`src/rtl/rte_pkg.sv`:
```
// ----------------------------------------------------------------------------
// rte_pkg
// Shared types, codes, reset values and helpers of the retransmission
// timeout estimator.
// ----------------------------------------------------------------------------
`default_nettype none

package rte_pkg;

	// Field widths.
	localparam int unsigned MS_W      = 31;
	localparam int unsigned SEQ_W     = 32;
	localparam int unsigned LEN_W     = 16;
	localparam int unsigned GAIN_W    = 5;
	localparam int unsigned DIVR_W    = 7;
	localparam int unsigned CFG_IDX_W = 3;
	localparam int unsigned IN_DATA_W = 120;
	localparam int unsigned OUT_DATA_W = 104;
	localparam int unsigned WIDE_W    = 37;
	localparam int unsigned KV_W      = 36;

	// Default retry count after which the estimate is dropped.
	localparam int unsigned RETRY_RESET_LIMIT_DEF = 5;

	// Register reset values.
	localparam logic [MS_W-1:0]   LOWER_RST = 31'd1000;
	localparam logic [MS_W-1:0]   UPPER_RST = 31'd60000;
	localparam logic [LEN_W-1:0]  GRAN_RST  = 16'd10;
	localparam logic [GAIN_W-1:0] GAIN_RST  = 5'd4;
	localparam logic [DIVR_W-1:0] SDIV_RST  = 7'd8;
	localparam logic [DIVR_W-1:0] VDIV_RST  = 7'd4;

	// Event codes.
	typedef enum logic [1:0] {
		FN_SEND = 2'd0,
		FN_RTX  = 2'd1,
		FN_ACK  = 2'd2,
		FN_NONE = 2'd3
	} func_t;

	// Result status codes.
	localparam logic [1:0] ST_OK     = 2'd0;
	localparam logic [1:0] ST_BUSY   = 2'd1;
	localparam logic [1:0] ST_NOPEND = 2'd2;
	localparam logic [1:0] ST_NOTQ   = 2'd3;

	// Configuration register indexes.
	localparam logic [CFG_IDX_W-1:0] CFG_LOWER = 3'd0;
	localparam logic [CFG_IDX_W-1:0] CFG_UPPER = 3'd1;
	localparam logic [CFG_IDX_W-1:0] CFG_GRAN  = 3'd2;
	localparam logic [CFG_IDX_W-1:0] CFG_GAIN  = 3'd3;
	localparam logic [CFG_IDX_W-1:0] CFG_SDIV  = 3'd4;
	localparam logic [CFG_IDX_W-1:0] CFG_VDIV  = 3'd5;

	// Divide operand selects.
	localparam logic [1:0] DSEL_VAR  = 2'd0;
	localparam logic [1:0] DSEL_DIFF = 2'd1;
	localparam logic [1:0] DSEL_SRTT = 2'd2;
	localparam logic [1:0] DSEL_RTT  = 2'd3;

	// Commands from the controller to the datapath.
	typedef struct packed {
		logic       load_in;
		logic       exec;
		logic       div_start;
		logic       div_store;
		logic       update;
		logic       out_load;
		logic [1:0] div_sel;
	} rte_cmd_t;

	// Status from the datapath to the controller.
	typedef struct packed {
		logic sample_go;
		logic div_done;
	} rte_sts_t;

	// Clamp a wide timeout into [lower, upper]; the lower bound wins first.
	function automatic logic [MS_W-1:0] clamp_to(input logic [WIDE_W-1:0] v,
			input logic [MS_W-1:0] lower, input logic [MS_W-1:0] upper);
		logic [MS_W-1:0] r;
		if (v < {6'd0, lower}) begin
			r = lower;
		end else if (v > {6'd0, upper}) begin
			r = upper;
		end else begin
			r = v[MS_W-1:0];
		end
		return r;
	endfunction

	// Saturate a sum to 31 bits.
	function automatic logic [MS_W-1:0] sat31(input logic [38:0] v);
		logic [MS_W-1:0] r;
		if (v[38:MS_W] != '0) begin
			r = '1;
		end else begin
			r = v[MS_W-1:0];
		end
		return r;
	endfunction

endpackage

`default_nettype wire

```
`src/rtl/rte_div.sv`:
```
// ----------------------------------------------------------------------------
// rte_div
// Restoring divider, 31-bit dividend by 7-bit divisor, one quotient bit per
// cycle.
// ----------------------------------------------------------------------------
`default_nettype none

module rte_div (
	input  wire logic                     clk,
	input  wire logic                     arst_n,
	input  wire logic                     start,
	input  wire logic [rte_pkg::MS_W-1:0]   dividend,
	input  wire logic [rte_pkg::DIVR_W-1:0] divisor,
	output logic                          done,
	output logic [rte_pkg::MS_W-1:0]        quotient
);
	import rte_pkg::*;

	logic [MS_W-1:0]   dvd_q;
	logic [DIVR_W-1:0] rem_q;
	logic [DIVR_W-1:0] dvs_q;
	logic [4:0]        cnt_q;
	logic              busy_q;
	logic              done_q;
	logic [DIVR_W:0]   rem_sh;
	logic              qbit;
	logic [DIVR_W:0]   rem_sub;

	// One trial subtraction per cycle.
	always_comb begin
		rem_sh  = {rem_q, dvd_q[MS_W-1]};
		qbit    = (rem_sh >= {1'b0, dvs_q});
		rem_sub = rem_sh - {1'b0, dvs_q};
	end

	always_ff @(posedge clk or negedge arst_n) begin
		if (!arst_n) begin
			busy_q <= 1'b0;
			done_q <= 1'b0;
			cnt_q  <= '0;
		end else begin
			done_q <= 1'b0;
			if (start) begin
				busy_q <= 1'b1;
				cnt_q  <= 5'(MS_W - 1);
			end else if (busy_q) begin
				cnt_q <= cnt_q - 5'd1;
				if (cnt_q == '0) begin
					busy_q <= 1'b0;
					done_q <= 1'b1;
				end
			end
		end
	end

	// Operand and partial remainder registers.
	always_ff @(posedge clk) begin
		if (start) begin
			dvd_q <= dividend;
			dvs_q <= divisor;
			rem_q <= '0;
		end else if (busy_q) begin
			dvd_q <= {dvd_q[MS_W-2:0], qbit};
			rem_q <= qbit ? rem_sub[DIVR_W-1:0] : rem_sh[DIVR_W-1:0];
		end
	end

	assign done     = done_q;
	assign quotient = dvd_q;

endmodule

`default_nettype wire

```
`src/rtl/rte_dp.sv`:
```
// ----------------------------------------------------------------------------
// rte_dp
// Datapath: configuration, connection state, timeout arithmetic, the
// smoothing update and the output register.
// ----------------------------------------------------------------------------
`default_nettype none

module rte_dp #(
	parameter int unsigned RETRY_RESET_LIMIT = rte_pkg::RETRY_RESET_LIMIT_DEF
) (
	input  wire logic                          clk,
	input  wire logic                          arst_n,
	input  wire rte_pkg::rte_cmd_t             cmd,
	output rte_pkg::rte_sts_t                  sts,
	input  wire logic                          cfg_we,
	input  wire logic [rte_pkg::CFG_IDX_W-1:0]  cfg_index,
	input  wire logic [rte_pkg::MS_W-1:0]       cfg_wdata,
	input  wire logic [rte_pkg::IN_DATA_W-1:0]  in_tdata,
	input  wire logic [1:0]                    in_tuser,
	output logic [rte_pkg::OUT_DATA_W-1:0]      out_tdata
);
	import rte_pkg::*;

	// Configuration.
	logic [MS_W-1:0]   lower_q, upper_q;
	logic [LEN_W-1:0]  gran_q;
	logic [GAIN_W-1:0] gain_q;
	logic [DIVR_W-1:0] sdiv_q, vdiv_q;

	// Latched input item.
	logic [1:0]       func_q;
	logic             syn_q, fin_q, rst_q, ack_q;
	logic [LEN_W-1:0] plen_q;
	logic [SEQ_W-1:0] seq_q, ackn_q, now_q;

	// Connection state.
	logic             busy_q;
	logic [SEQ_W-1:0] last_q;
	logic [7:0]       retry_q;
	logic [SEQ_W-1:0] stime_q;
	logic [MS_W-1:0]  srtt_q, var_q, cur_q;
	logic             est_q;

	// Per-item result bits and sample working registers.
	logic [1:0]      status_q;
	logic            tstart_q, tstop_q;
	logic [MS_W-1:0] rtt_q, diff_q;
	logic [MS_W-1:0] quo_q [4];
	logic [KV_W-1:0] kv_q;
	logic [OUT_DATA_W-1:0] out_q;

	logic [DIVR_W-1:0] a_eff, b_eff;
	logic [SEQ_W-1:0]  dlt;
	logic              hit, rtt_ok, rst_like;
	logic [WIDE_W-1:0] t_send, t_rtx;
	logic [KV_W-1:0]   vterm;
	logic [MS_W-1:0]   div_dvd;
	logic [DIVR_W-1:0] div_dvs;
	logic              div_done;
	logic [MS_W-1:0]   div_quo;
	logic [38:0]       var_sum, srtt_sum;

	assign a_eff = (sdiv_q == '0) ? 7'd1 : sdiv_q;
	assign b_eff = (vdiv_q == '0) ? 7'd1 : vdiv_q;

	// Event decode.
	always_comb begin
		dlt      = now_q - stime_q;
		hit      = ((last_q - ackn_q) & 32'h8000_0000) != '0;
		rtt_ok   = (retry_q == '0) && (dlt != '0) && !dlt[SEQ_W-1];
		rst_like = rst_q || (ack_q && !syn_q && !fin_q && (plen_q == '0));
		vterm    = (kv_q > {20'd0, gran_q}) ? kv_q : {20'd0, gran_q};
		t_send   = est_q ? ({6'd0, srtt_q} + {1'b0, vterm}) : {6'd0, lower_q};
		t_rtx    = {5'd0, cur_q, 1'b0};
		sts.sample_go = (func_q == FN_ACK) && busy_q && hit && rtt_ok && est_q;
		sts.div_done  = div_done;
	end

	// Divider operand selection.
	always_comb begin
		case (cmd.div_sel)
			DSEL_VAR:  div_dvd = var_q;
			DSEL_DIFF: div_dvd = diff_q;
			DSEL_SRTT: div_dvd = srtt_q;
			default:   div_dvd = rtt_q;
		endcase
		div_dvs = cmd.div_sel[1] ? a_eff : b_eff;
	end

	rte_div u_div (
		.clk      (clk),
		.arst_n   (arst_n),
		.start    (cmd.div_start),
		.dividend (div_dvd),
		.divisor  (div_dvs),
		.done     (div_done),
		.quotient (div_quo)
	);

	// Smoothing sums from stored quotients.
	always_comb begin
		var_sum  = 39'(quo_q[DSEL_VAR]) * 39'(b_eff - 7'd1) + 39'(quo_q[DSEL_DIFF]);
		srtt_sum = 39'(quo_q[DSEL_SRTT]) * 39'(a_eff - 7'd1) + 39'(quo_q[DSEL_RTT]);
	end

	// Configuration registers.
	always_ff @(posedge clk or negedge arst_n) begin
		if (!arst_n) begin
			lower_q <= LOWER_RST;
			upper_q <= UPPER_RST;
			gran_q  <= GRAN_RST;
			gain_q  <= GAIN_RST;
			sdiv_q  <= SDIV_RST;
			vdiv_q  <= VDIV_RST;
		end else if (cfg_we) begin
			unique case (cfg_index)
				CFG_LOWER: lower_q <= cfg_wdata;
				CFG_UPPER: upper_q <= cfg_wdata;
				CFG_GRAN:  gran_q  <= cfg_wdata[LEN_W-1:0];
				CFG_GAIN:  gain_q  <= cfg_wdata[GAIN_W-1:0];
				CFG_SDIV:  sdiv_q  <= cfg_wdata[DIVR_W-1:0];
				CFG_VDIV:  vdiv_q  <= cfg_wdata[DIVR_W-1:0];
				default: ;
			endcase
		end
	end

	// Input capture, scaled variance, divider results and the output register.
	always_ff @(posedge clk) begin
		kv_q <= KV_W'(gain_q) * KV_W'(var_q);
		if (cmd.load_in) begin
			func_q <= in_tuser;
			syn_q  <= in_tdata[0];
			fin_q  <= in_tdata[1];
			rst_q  <= in_tdata[2];
			ack_q  <= in_tdata[3];
			plen_q <= in_tdata[19:4];
			seq_q  <= in_tdata[51:20];
			ackn_q <= in_tdata[83:52];
			now_q  <= in_tdata[115:84];
		end
		if (cmd.div_store) begin
			quo_q[cmd.div_sel] <= div_quo;
		end
		if (cmd.out_load) begin
			out_q <= {6'd0, est_q, var_q, srtt_q, cur_q, tstop_q, tstart_q, status_q};
		end
	end

	// Connection state and event handling.
	always_ff @(posedge clk or negedge arst_n) begin
		if (!arst_n) begin
			busy_q   <= 1'b0;
			last_q   <= '0;
			retry_q  <= '0;
			stime_q  <= '0;
			srtt_q   <= '0;
			var_q    <= '0;
			est_q    <= 1'b0;
			cur_q    <= '0;
			status_q <= ST_OK;
			tstart_q <= 1'b0;
			tstop_q  <= 1'b0;
			rtt_q    <= '0;
			diff_q   <= '0;
		end else if (cmd.exec) begin
			status_q <= ST_OK;
			tstart_q <= 1'b0;
			tstop_q  <= 1'b0;
			case (func_q)
				FN_SEND: begin
					retry_q <= '0;
					stime_q <= now_q;
					if (busy_q) begin
						status_q <= ST_BUSY;
					end else if (rst_like) begin
						status_q <= ST_NOTQ;
					end else begin
						busy_q   <= 1'b1;
						last_q   <= seq_q + {16'd0, plen_q} + {31'd0, syn_q}
							+ {31'd0, fin_q} - 32'd1;
						cur_q    <= clamp_to(t_send, lower_q, upper_q);
						tstart_q <= 1'b1;
					end
				end
				FN_RTX: begin
					if (!busy_q) begin
						status_q <= ST_NOPEND;
					end else begin
						if (retry_q >= 8'(RETRY_RESET_LIMIT)) begin
							srtt_q <= '0;
							var_q  <= '0;
							est_q  <= 1'b0;
						end
						cur_q    <= clamp_to(t_rtx, lower_q, upper_q);
						tstart_q <= 1'b1;
						if (retry_q != 8'hFF) begin
							retry_q <= retry_q + 8'd1;
						end
					end
				end
				FN_ACK: begin
					if (!busy_q) begin
						status_q <= ST_NOPEND;
					end else if (hit) begin
						busy_q  <= 1'b0;
						tstop_q <= 1'b1;
						if (rtt_ok) begin
							rtt_q  <= dlt[MS_W-1:0];
							diff_q <= (srtt_q > dlt[MS_W-1:0]) ? srtt_q - dlt[MS_W-1:0]
								: dlt[MS_W-1:0] - srtt_q;
							// First sample seeds the estimate directly.
							if (!est_q) begin
								srtt_q <= dlt[MS_W-1:0];
								var_q  <= {1'b0, dlt[MS_W-1:1]};
								est_q  <= 1'b1;
							end
						end
					end
				end
				default: ;
			endcase
		end else if (cmd.update) begin
			var_q  <= sat31(var_sum);
			srtt_q <= sat31(srtt_sum);
		end
	end

	assign out_tdata = out_q;

endmodule

`default_nettype wire

```
`src/rtl/rte_ctrl.sv`:
```
// ----------------------------------------------------------------------------
// rte_ctrl
// Controller: stream handshakes and sequencing of event handling, the four
// divisions of a smoothing update and the result hand-off.
// ----------------------------------------------------------------------------
`default_nettype none

module rte_ctrl (
	input  wire logic              clk,
	input  wire logic              arst_n,
	input  wire logic              s_tvalid,
	output logic                   s_tready,
	output logic                   m_tvalid,
	input  wire logic              m_tready,
	output rte_pkg::rte_cmd_t      cmd,
	input  wire rte_pkg::rte_sts_t sts
);
	import rte_pkg::*;

	typedef enum logic [5:0] {
		S_IDLE  = 6'b000001,
		S_EXEC  = 6'b000010,
		S_DGO   = 6'b000100,
		S_DWAIT = 6'b001000,
		S_UPD   = 6'b010000,
		S_OUT   = 6'b100000
	} state_t;

	state_t     state_q, state_d;
	logic [1:0] sel_q, sel_d;
	logic       mvalid_q;

	// Next state and commands.
	always_comb begin
		state_d     = state_q;
		sel_d       = sel_q;
		cmd         = '0;
		cmd.div_sel = sel_q;
		unique case (state_q)
			S_IDLE: begin
				if (s_tvalid) begin
					cmd.load_in = 1'b1;
					state_d     = S_EXEC;
				end
			end
			S_EXEC: begin
				cmd.exec = 1'b1;
				sel_d    = DSEL_VAR;
				state_d  = sts.sample_go ? S_DGO : S_OUT;
			end
			S_DGO: begin
				cmd.div_start = 1'b1;
				state_d       = S_DWAIT;
			end
			S_DWAIT: begin
				if (sts.div_done) begin
					cmd.div_store = 1'b1;
					if (sel_q == DSEL_RTT) begin
						state_d = S_UPD;
					end else begin
						sel_d   = sel_q + 2'd1;
						state_d = S_DGO;
					end
				end
			end
			S_UPD: begin
				cmd.update = 1'b1;
				state_d    = S_OUT;
			end
			S_OUT: begin
				if (!mvalid_q || m_tready) begin
					cmd.out_load = 1'b1;
					state_d      = S_IDLE;
				end
			end
			default: state_d = S_IDLE;
		endcase
	end

	always_ff @(posedge clk or negedge arst_n) begin
		if (!arst_n) begin
			state_q  <= S_IDLE;
			sel_q    <= DSEL_VAR;
			mvalid_q <= 1'b0;
		end else begin
			state_q <= state_d;
			sel_q   <= sel_d;
			// Output register holds its item until taken.
			if (cmd.out_load) begin
				mvalid_q <= 1'b1;
			end else if (m_tready) begin
				mvalid_q <= 1'b0;
			end
		end
	end

	assign s_tready = (state_q == S_IDLE);
	assign m_tvalid = mvalid_q;

endmodule

`default_nettype wire

```
`src/rtl/retransmit_timeout_estimator.sv`:
```
// ----------------------------------------------------------------------------
// retransmit_timeout_estimator
// TCP retransmission timeout tracker for one connection with one slot.
// ----------------------------------------------------------------------------
// Events are taken one at a time. A send, a retransmit or an acknowledgment
// that takes no new RTT sample passes from acceptance through the execute
// and output states; an acknowledgment that updates an existing estimate
// also makes four passes through the shared bit-serial divider, each with
// its start and wait states, and an update state before the output state,
// which waits while an earlier result is still untaken. The next event
// is accepted as soon as the previous result is in the output register,
// even while that result still waits to be taken.
`default_nettype none

module retransmit_timeout_estimator #(
	parameter int unsigned RETRY_RESET_LIMIT = rte_pkg::RETRY_RESET_LIMIT_DEF
) (
	input  wire logic                          clk,
	input  wire logic                          arst_n,
	input  wire logic                          s_tvalid,
	output logic                               s_tready,
	// syn[0] fin[1] rst[2] ack[3] data_len[19:4] seg_seq[51:20]
	// ack_num[83:52] now_ms[115:84]
	input  wire logic [rte_pkg::IN_DATA_W-1:0]  s_tdata,
	// func[1:0]
	input  wire logic [1:0]                    s_tuser,
	output logic                               m_tvalid,
	input  wire logic                          m_tready,
	// status[1:0] timer_start[2] timer_stop[3] timeout_ms[34:4]
	// smoothed_rtt_out[65:35] rtt_variance_out[96:66] estimate_valid_out[97]
	output logic [rte_pkg::OUT_DATA_W-1:0]      m_tdata,
	input  wire logic                          cfg_we,
	input  wire logic [rte_pkg::CFG_IDX_W-1:0]  cfg_index,
	input  wire logic [rte_pkg::MS_W-1:0]       cfg_wdata
);
	import rte_pkg::*;

	rte_cmd_t cmd;
	rte_sts_t sts;

	rte_ctrl u_ctrl (
		.clk      (clk),
		.arst_n   (arst_n),
		.s_tvalid (s_tvalid),
		.s_tready (s_tready),
		.m_tvalid (m_tvalid),
		.m_tready (m_tready),
		.cmd      (cmd),
		.sts      (sts)
	);

	rte_dp #(
		.RETRY_RESET_LIMIT (RETRY_RESET_LIMIT)
	) u_dp (
		.clk       (clk),
		.arst_n    (arst_n),
		.cmd       (cmd),
		.sts       (sts),
		.cfg_we    (cfg_we),
		.cfg_index (cfg_index),
		.cfg_wdata (cfg_wdata),
		.in_tdata  (s_tdata),
		.in_tuser  (s_tuser),
		.out_tdata (m_tdata)
	);

endmodule

`default_nettype wire

```
`config.mk`:
```
export PLATFORM = sky130hd
export DESIGN_NAME = retransmit_timeout_estimator
export DESIGN_NICKNAME = d
export VERILOG_FILES = /design/src/rtl/rte_pkg.sv /design/src/rtl/rte_div.sv /design/src/rtl/rte_dp.sv /design/src/rtl/rte_ctrl.sv /design/src/rtl/retransmit_timeout_estimator.sv
export SDC_FILE = /design/constraint.sdc
export NUM_CORES = 2
export LEC_CHECK = 0
export BUFFER_PORTS_ARGS = -buffer_cell sky130_fd_sc_hd__clkbuf_2
export CORE_MARGIN = 10
export CORE_UTILIZATION = 39
export CTS_CLUSTER_SIZE = 20
export DETAILED_ROUTE_END_ITERATION = 16
export PLACE_DENSITY = 0.59
export SETUP_SLACK_MARGIN = 0.5
export SLEW_MARGIN = 0
export SYNTH_ARGS = -nofsm -noshare
export SYNTH_HDL_FRONTEND = slang
export SYNTH_HIERARCHICAL = 1
export SYNTH_SLANG_ARGS = --single-unit
```
`constraint.sdc`:
```
create_clock -name clk -period 13 [get_ports clk]
set_input_delay 1.3 -clock clk [delete_from_list [all_inputs] [get_ports clk]]
set_output_delay 1.3 -clock clk [all_outputs]
set_load 0.02 [all_outputs]
```
* After elaboration in Yosys (flattened, before gate mapping)
Memory sizes are Yosys's and may differ from the RTL's.
Cells that the tools add are included.
** Word-level totals
- Flip-flop bits (word level) :: 643
- Memory bits (writable) :: 124
- Bits of input ports :: 161
- Output and inout bits :: 106
- Logic and storage cells :: 246
- Memories kept :: 1
** Memories
- u_dp.quo_q :: words 4, width 31, rd ports 4, clocked after memory_dff 0, write ports 1, RTL line rte_dp.sv:48 : logic [MS_W-1:0] quo_q [4];
** Operators by class
- Add/sub/neg operators :: 17
- $mul :: 3
- Magnitude comparators :: 8
- Equality and inequality tests :: 36
- Mux-type cells :: 90
- Bitwise gates (word level) :: 2
- Reductions and logical operators :: 50
** Operators by type and width (count)
- 31-bit two-way mux :: 26
- 31-bit one-hot mux with 2 select lines :: 3
- 31-bit one-hot mux with 3 select lines :: 1
- 39-bit by 31-bit adder with 39-bit output :: 2
- 31-bit by 39-bit multiplier with 39-bit output :: 2
- 32-bit by 1-bit adder with 32-bit output :: 2
- 32-bit subtractor :: 2
- 31-bit subtractor :: 2
- 31-bit by 36-bit adder with 37-bit output :: 1
- 37-bit by 31-bit > comparator with 1-bit output :: 1
- 37-bit by 31-bit < comparator with 1-bit output :: 1
- 37-bit two-way mux :: 1
- 36-bit by 16-bit > comparator with 1-bit output :: 1
- 5-bit by 31-bit multiplier with 36-bit output :: 1
- 36-bit two-way mux :: 1
- 6-bit one-hot mux with 6 select lines :: 1
- 1-bit two-way mux :: 33
- 32-bit by 16-bit adder with 32-bit output :: 1
- 32-bit by 31-bit > comparator with 1-bit output :: 1
- 32-bit by 31-bit < comparator with 1-bit output :: 1
- 32-bit nonzero test :: 1
- 32-bit by 1-bit subtractor with 32-bit output (second input constant) :: 1
- 31-bit > comparator :: 1
- 7-bit two-way mux :: 4
- other kinds (50) :: 115

* Depth between registers and ports, before layout
- Word-level depth :: 10
- Depth in mapped cells :: 37

* Cells and area by module
The synthesis kept the hierarchy.
** Modules (own cells, without submodules)
- rte_dp :: instances 1, cells each 6299, area each 62879.1 um2, sequential area each 19210.9 um2
- rte_div :: instances 1, cells each 208, area each 2670.1 um2, sequential area each 1456.4 um2
- rte_ctrl :: instances 1, cells each 56, area each 534.3 um2, sequential area each 226.5 um2

* Worst setup path after synthesis
No wires, ideal clock.
- Path type :: register to register
- Start point :: register u_dp.sdiv_q[3]
- End point :: register u_dp.srtt_q[10]
- Arrival :: 7.775 ns
- Setup slack :: 5.094 ns
- Stages on the path, launching flop included :: 29
- Path buffers :: 3
- Period minus slack after synthesis :: 7.906 ns
- Cells stage by stage :: dfstp_2 -> nor4_1 -> a21oi_1 -> clkbuf_1 -> ha_1 -> nand2_1 -> xor2_1 -> clkbuf_1 -> nor2b_1 -> fa_1 -> inv_1 -> fa_1 -> inv_1 -> fa_1 -> fa_1 -> fa_1 -> ha_1 -> o21ai_0 -> o211ai_1 -> o2111ai_1 -> a2111oi_2 -> o32ai_1 -> o21ai_1 -> xor2_1 -> or4_1 -> or2_1 -> buf_2 -> o31ai_1 -> mux2i_1
** Between the ends
- Cells in the longest elaborated chain, start to end :: 9
** Ends and longest elaborated chain
- start: declaration :: RTL line rte_dp.sv:28 : logic [DIVR_W-1:0] sdiv_q, vdiv_q;
- start signal: assignment :: RTL line rte_dp.sv:121 : CFG_SDIV: sdiv_q <= cfg_wdata[DIVR_W-1:0];
- 7-bit zero test :: RTL line rte_dp.sv:63 : assign a_eff = (sdiv_q == '0) ? 7'd1 : sdiv_q;
- 7-bit two-way mux * :: RTL line rte_dp.sv:63
- 7-bit by 1-bit subtractor with 8-bit output * :: RTL line rte_dp.sv:103 : srtt_sum = 39'(quo_q[DSEL_SRTT]) * 39'(a_eff - 7'd1) + 39'(quo_q[DSEL_RTT]);
- 31-bit by 39-bit multiplier with 39-bit output * :: RTL line rte_dp.sv:103
- 39-bit by 31-bit adder with 39-bit output * :: RTL line rte_dp.sv:103
- 8-bit nonzero test :: RTL line rte_pkg.sv:95 : if (v[38:MS_W] != '0) begin
- 31-bit two-way mux * :: RTL line rte_pkg.sv:95
- 31-bit two-way mux * :: RTL line rte_dp.sv:223 : end else if (cmd.update) begin
- 31-bit two-way mux * :: RTL line rte_dp.sv:166 : end else if (cmd.exec) begin
- end signal: assignment :: RTL line rte_dp.sv:214 : srtt_q <= dlt[MS_W-1:0];
- end signal: assignment :: RTL line rte_dp.sv:225 : srtt_q <= sat31(srtt_sum);
- end: declaration :: RTL line rte_dp.sv:41 : logic [MS_W-1:0] srtt_q, var_q, cur_q;
Mark *: on every way between the ends. The rest lies on a longest branch, timed or not. The select of a mux whose other input is x is not followed.
A chain may end at the register's enable or synchronous reset.

* Worst setup path in the final report
- Start point :: register u_dp.gran_q[1]
- End point :: register u_dp.cur_q[14]
** Between the ends
- Cells in the longest elaborated chain, start to end :: 10
** Ends and longest elaborated chain
- start: declaration :: RTL line rte_dp.sv:26 : logic [LEN_W-1:0] gran_q;
- start signal: assignment :: RTL line rte_dp.sv:119 : CFG_GRAN: gran_q <= cfg_wdata[LEN_W-1:0];
- 36-bit by 16-bit > comparator with 1-bit output :: RTL line rte_dp.sv:72 : vterm = (kv_q > {20'd0, gran_q}) ? kv_q : {20'd0, gran_q};
- 36-bit two-way mux * :: RTL line rte_dp.sv:72
- 31-bit by 36-bit adder with 37-bit output * :: RTL line rte_dp.sv:73 : t_send = est_q ? ({6'd0, srtt_q} + {1'b0, vterm}) : {6'd0, lower_q};
- 37-bit two-way mux * :: RTL line rte_dp.sv:73
- 37-bit by 31-bit > comparator with 1-bit output :: RTL line rte_pkg.sv:84 : end else if (v > {6'd0, upper}) begin
- 31-bit two-way mux :: RTL line rte_pkg.sv:84
- 31-bit two-way mux * :: RTL line rte_pkg.sv:82 : if (v < {6'd0, lower}) begin
- 31-bit two-way mux * :: RTL line rte_dp.sv:176 : end else if (rst_like) begin
- 31-bit two-way mux * :: RTL line rte_dp.sv:174 : if (busy_q) begin
- 31-bit one-hot mux with 2 select lines * :: RTL line rte_dp.sv:170 : case (func_q)
- end signal: assignment :: RTL line rte_dp.sv:182 : cur_q <= clamp_to(t_send, lower_q, upper_q);
- end signal: assignment :: RTL line rte_dp.sv:195 : cur_q <= clamp_to(t_rtx, lower_q, upper_q);
- end: declaration :: RTL line rte_dp.sv:41
Marks and branches as above.

==> results_dict.tcl <==
set metrics [dict create \
    synth-edff-count 378 \
    post_drt_wl_per_cell_um 21.7 \
    htreeDepth 3 \
    cpMostUsedCell "o21ai_0" \
    die_area_um2 186000 \
    max_stage_delay_ns 0.65 \
    syn_avg_cell_area_um2 10.1 \
    cap_violations 0 \
    start_util_pct 39.1 \
    grt_pass1_vias 50204 \
    die_h_um 432 \
    ys_types 117 \
    finalWeightedCongestion 0.933 \
    hold_buffers 0 \
    pin_count 267 \
    crit_type "flop to flop" \
    fin_crit_ns 9.95 \
    async_flop_share_pct 45.1 \
    drive_gt1_share_pct 11.8 \
    grt_pass1_wl_um 306000 \
    dr.pass1.iters 6 \
    io_buffers 256 \
    cts_tree "built" \
    area_growth_pct 10.7 \
    rrSetupSlack_ns 3.05 \
    worst_slew_pin_slew_ns 1.36 \
    crit_path_end_kind "flop" \
    die_x_um 432 \
    cp.required_ns 13.59 \
    postRouteAntennaNets 0 \
    reg2reg_depth 35 \
    coreArea_um2 169000 \
    rows 151 \
    cts_buffers 93 \
    start_kind "flop" \
    synth_flop_cell "edfxtp_1" \
    clock_path_buffers 3 \
    final_net_count 8071 \
    track_usage_pct 21.0 \
    hold_path.class "flop to flop" \
    cts_setup_buffers 0 \
    drtIter0Drc 4034 \
    cts_root_buffer "clkbuf_16" \
    netlist_instances 6563 \
    setup_viol 0 \
    antenna_found_initial 8 \
    skew_ns 0.0524 \
    rsz0062_at_grt "no" \
    fill_cells 16365 \
    syn_area_um2 66100 \
    cp.arrival_ns 10.53 \
    drcViolationCount 0 \
    dp_hpwl_um 155000 \
    tns_ns 0 \
    hold_end "u_dp/out_tdata[1]" \
    route.final.wire_length_um 198000 \
    grt_max_degree 106 \
    viasPerCell 5.48 \
    clock.fmax_mhz 101 \
    hold_violations 0 \
    overflow 0 \
    path_clk_slew_ns 0.06 \
    slowest_stage "a2111oi_0" \
    worstSetupStartpoint "u_dp/gran_q[1]" \
    r2r_start "u_dp/gran_q[1]" \
    hold_path_depth 0 \
    cp_max_fo 31 \
    maxSlewViolCount 0 \
    seq_area_frac_synth_pct 31.6 \
    clk_latency_ns 0.75 \
    post-route-period-util_pct 76.5 \
    slew-limit-headroom_pct 8.67 \
    ys.warnings.count 6 \
    cts.sinks 767 \
    vias 49960 \
    synth_seq_cells 767 \
    outcome "completed" \
    cts_resized 0 \
    min_from "u_dp/status_q[1]" \
    regToRegEndpoint "u_dp/cur_q[14]" \
]
==> per-layer routing <==
layer | up-vias | GRT usage, % | routed length (µm)
met5 | - | 0 | 92
met4 | 14 | 6.32 | 6370
met3 | 286 | 4.30 | 15100
met2 | 1681 | 32.2 | 87100
met1 | 24896 | 29.8 | 88900
li1 | 23083 | - | -
==> state kept, by name, summed over array words and instances (netlist names), 8 cells and up <==
name	flops
u_dp/quo_q	124
u_dp/out_tdata	98
u_dp/kv_q	36
u_dp/ackn_q	32
u_dp/last_q	32
u_dp/now_q	32
u_dp/seq_q	32
u_dp/stime_q	32
u_dp/cur_q	31
u_dp/diff_q	31
u_dp/lower_q	31
u_dp/rtt_q	31
u_dp/srtt_q	31
u_dp/u_div/quotient	31
u_dp/upper_q	31
u_dp/var_q	31
u_dp/gran_q	16
u_dp/plen_q	16
u_dp/retry_q	8
==> worst max-delay path, delay by kind of cell, from the launching register on <==
family / cells / cell delay (ns)
AOI/OAI and AO/OA: 18 / 4.95
muxes: 1 / 0.31
xor gates and xnor gates: 1 / 0.15
buffers and inverters: 3 / 0.54
and+or+nand+nor: 8 / 1.96
DFF: 1 / 0.51
adders and majority gates: 4 / 1.34
==> per-stage QoR <==
stage                     utilization (%)  cells  hold slack, ns  area [µm²]  worst slack, ns
final                                43.3   9122           0.454       73100             3.05
after global routing                 43.3   9118           0.462       73100             2.78
after CTS                            43.3   9117           0.451       73100             3.34
after detailed placement             41.5   8942           0.436       70100             3.39
after global placement               41.5   8942           0.437       70100             3.50
after floorplan                         -   6631           0.420       66300             5.09
==> worst max-delay path by stage <==
stage | endpoint | slack [ns] | cells past startpoint
CTS | u_dp/srtt_q[28] | 3.34 | 27
floorplan | u_dp/srtt_q[10] | 5.09 | 28
global placement | u_dp/srtt_q[28] | 3.50 | 27
finish | u_dp/cur_q[14] | 3.05 | 35
global route | u_dp/cur_q[6] | 2.78 | 35
detailed placement | u_dp/srtt_q[28] | 3.39 | 27
==> synth_stat cells, drive strengths merged, types with 156 or more instances <==
cell,n,area [µm²]
ha,587,7340
mux2,170,2130
nor2,196,738
inv,882,3310
nor2b,275,1720
nand2,534,2010
dfrtp,327,8180
a21o,156,1170
edfxtp,378,11400
a21oi,299,1520
o21ai,395,2000
fa,504,10100
clkbuf,191,728
==> placed cells by master, fill, tap and decap left out, types with 127 or more instances in the layout <==
master    netlist  layout
and2_1        145     145
xnor2_1       129     127
edfxtp_1      378     378
nor2_1        195     191
inv_1         881     880
a21oi_1       294     291
fa_1          504     504
dfrtp_1       327     324
a21o_1        155     155
clkbuf_2        1     255
ha_1          587     587
nor2b_1       275     275
nand2_1       533     533
o21ai_0       383     382
==> area by class of cell <==
class / instances / area [µm²] / area share (%)
Inverter: 883 / 3310 / 4.53
Sequential cell: 767 / 20900 / 28.6
Multi-Input combinational cell: 4726 / 41100 / 56.2
Tap cell: 2218 / 2780 / 3.79
Antenna cell: 5 / 12.5 / 0.0171
Clock inverter: 51 / 505 / 0.691
Timing Repair Buffer: 348 / 1980 / 2.71
Clock buffer: 124 / 2560 / 3.50
==> cell families after synthesis <==
kind of cell / count (synthesis) / share of synthesized area [%]
AO/OA/AOI/OAI: 1406 / 13.9
multiplexers: 271 / 5.34
flip-flops: 767 / 31.6
other: 2 / 0.0114
buffers and inverters: 1138 / 6.90
XOR/XNOR: 202 / 2.68
AND/OR/NAND/NOR: 1686 / 13.2
adder cells (fa/ha/maj): 1091 / 26.4
Power is not shown: default switching activity piles up to over one toggle a cycle in this logic, so the estimate is an artifact.
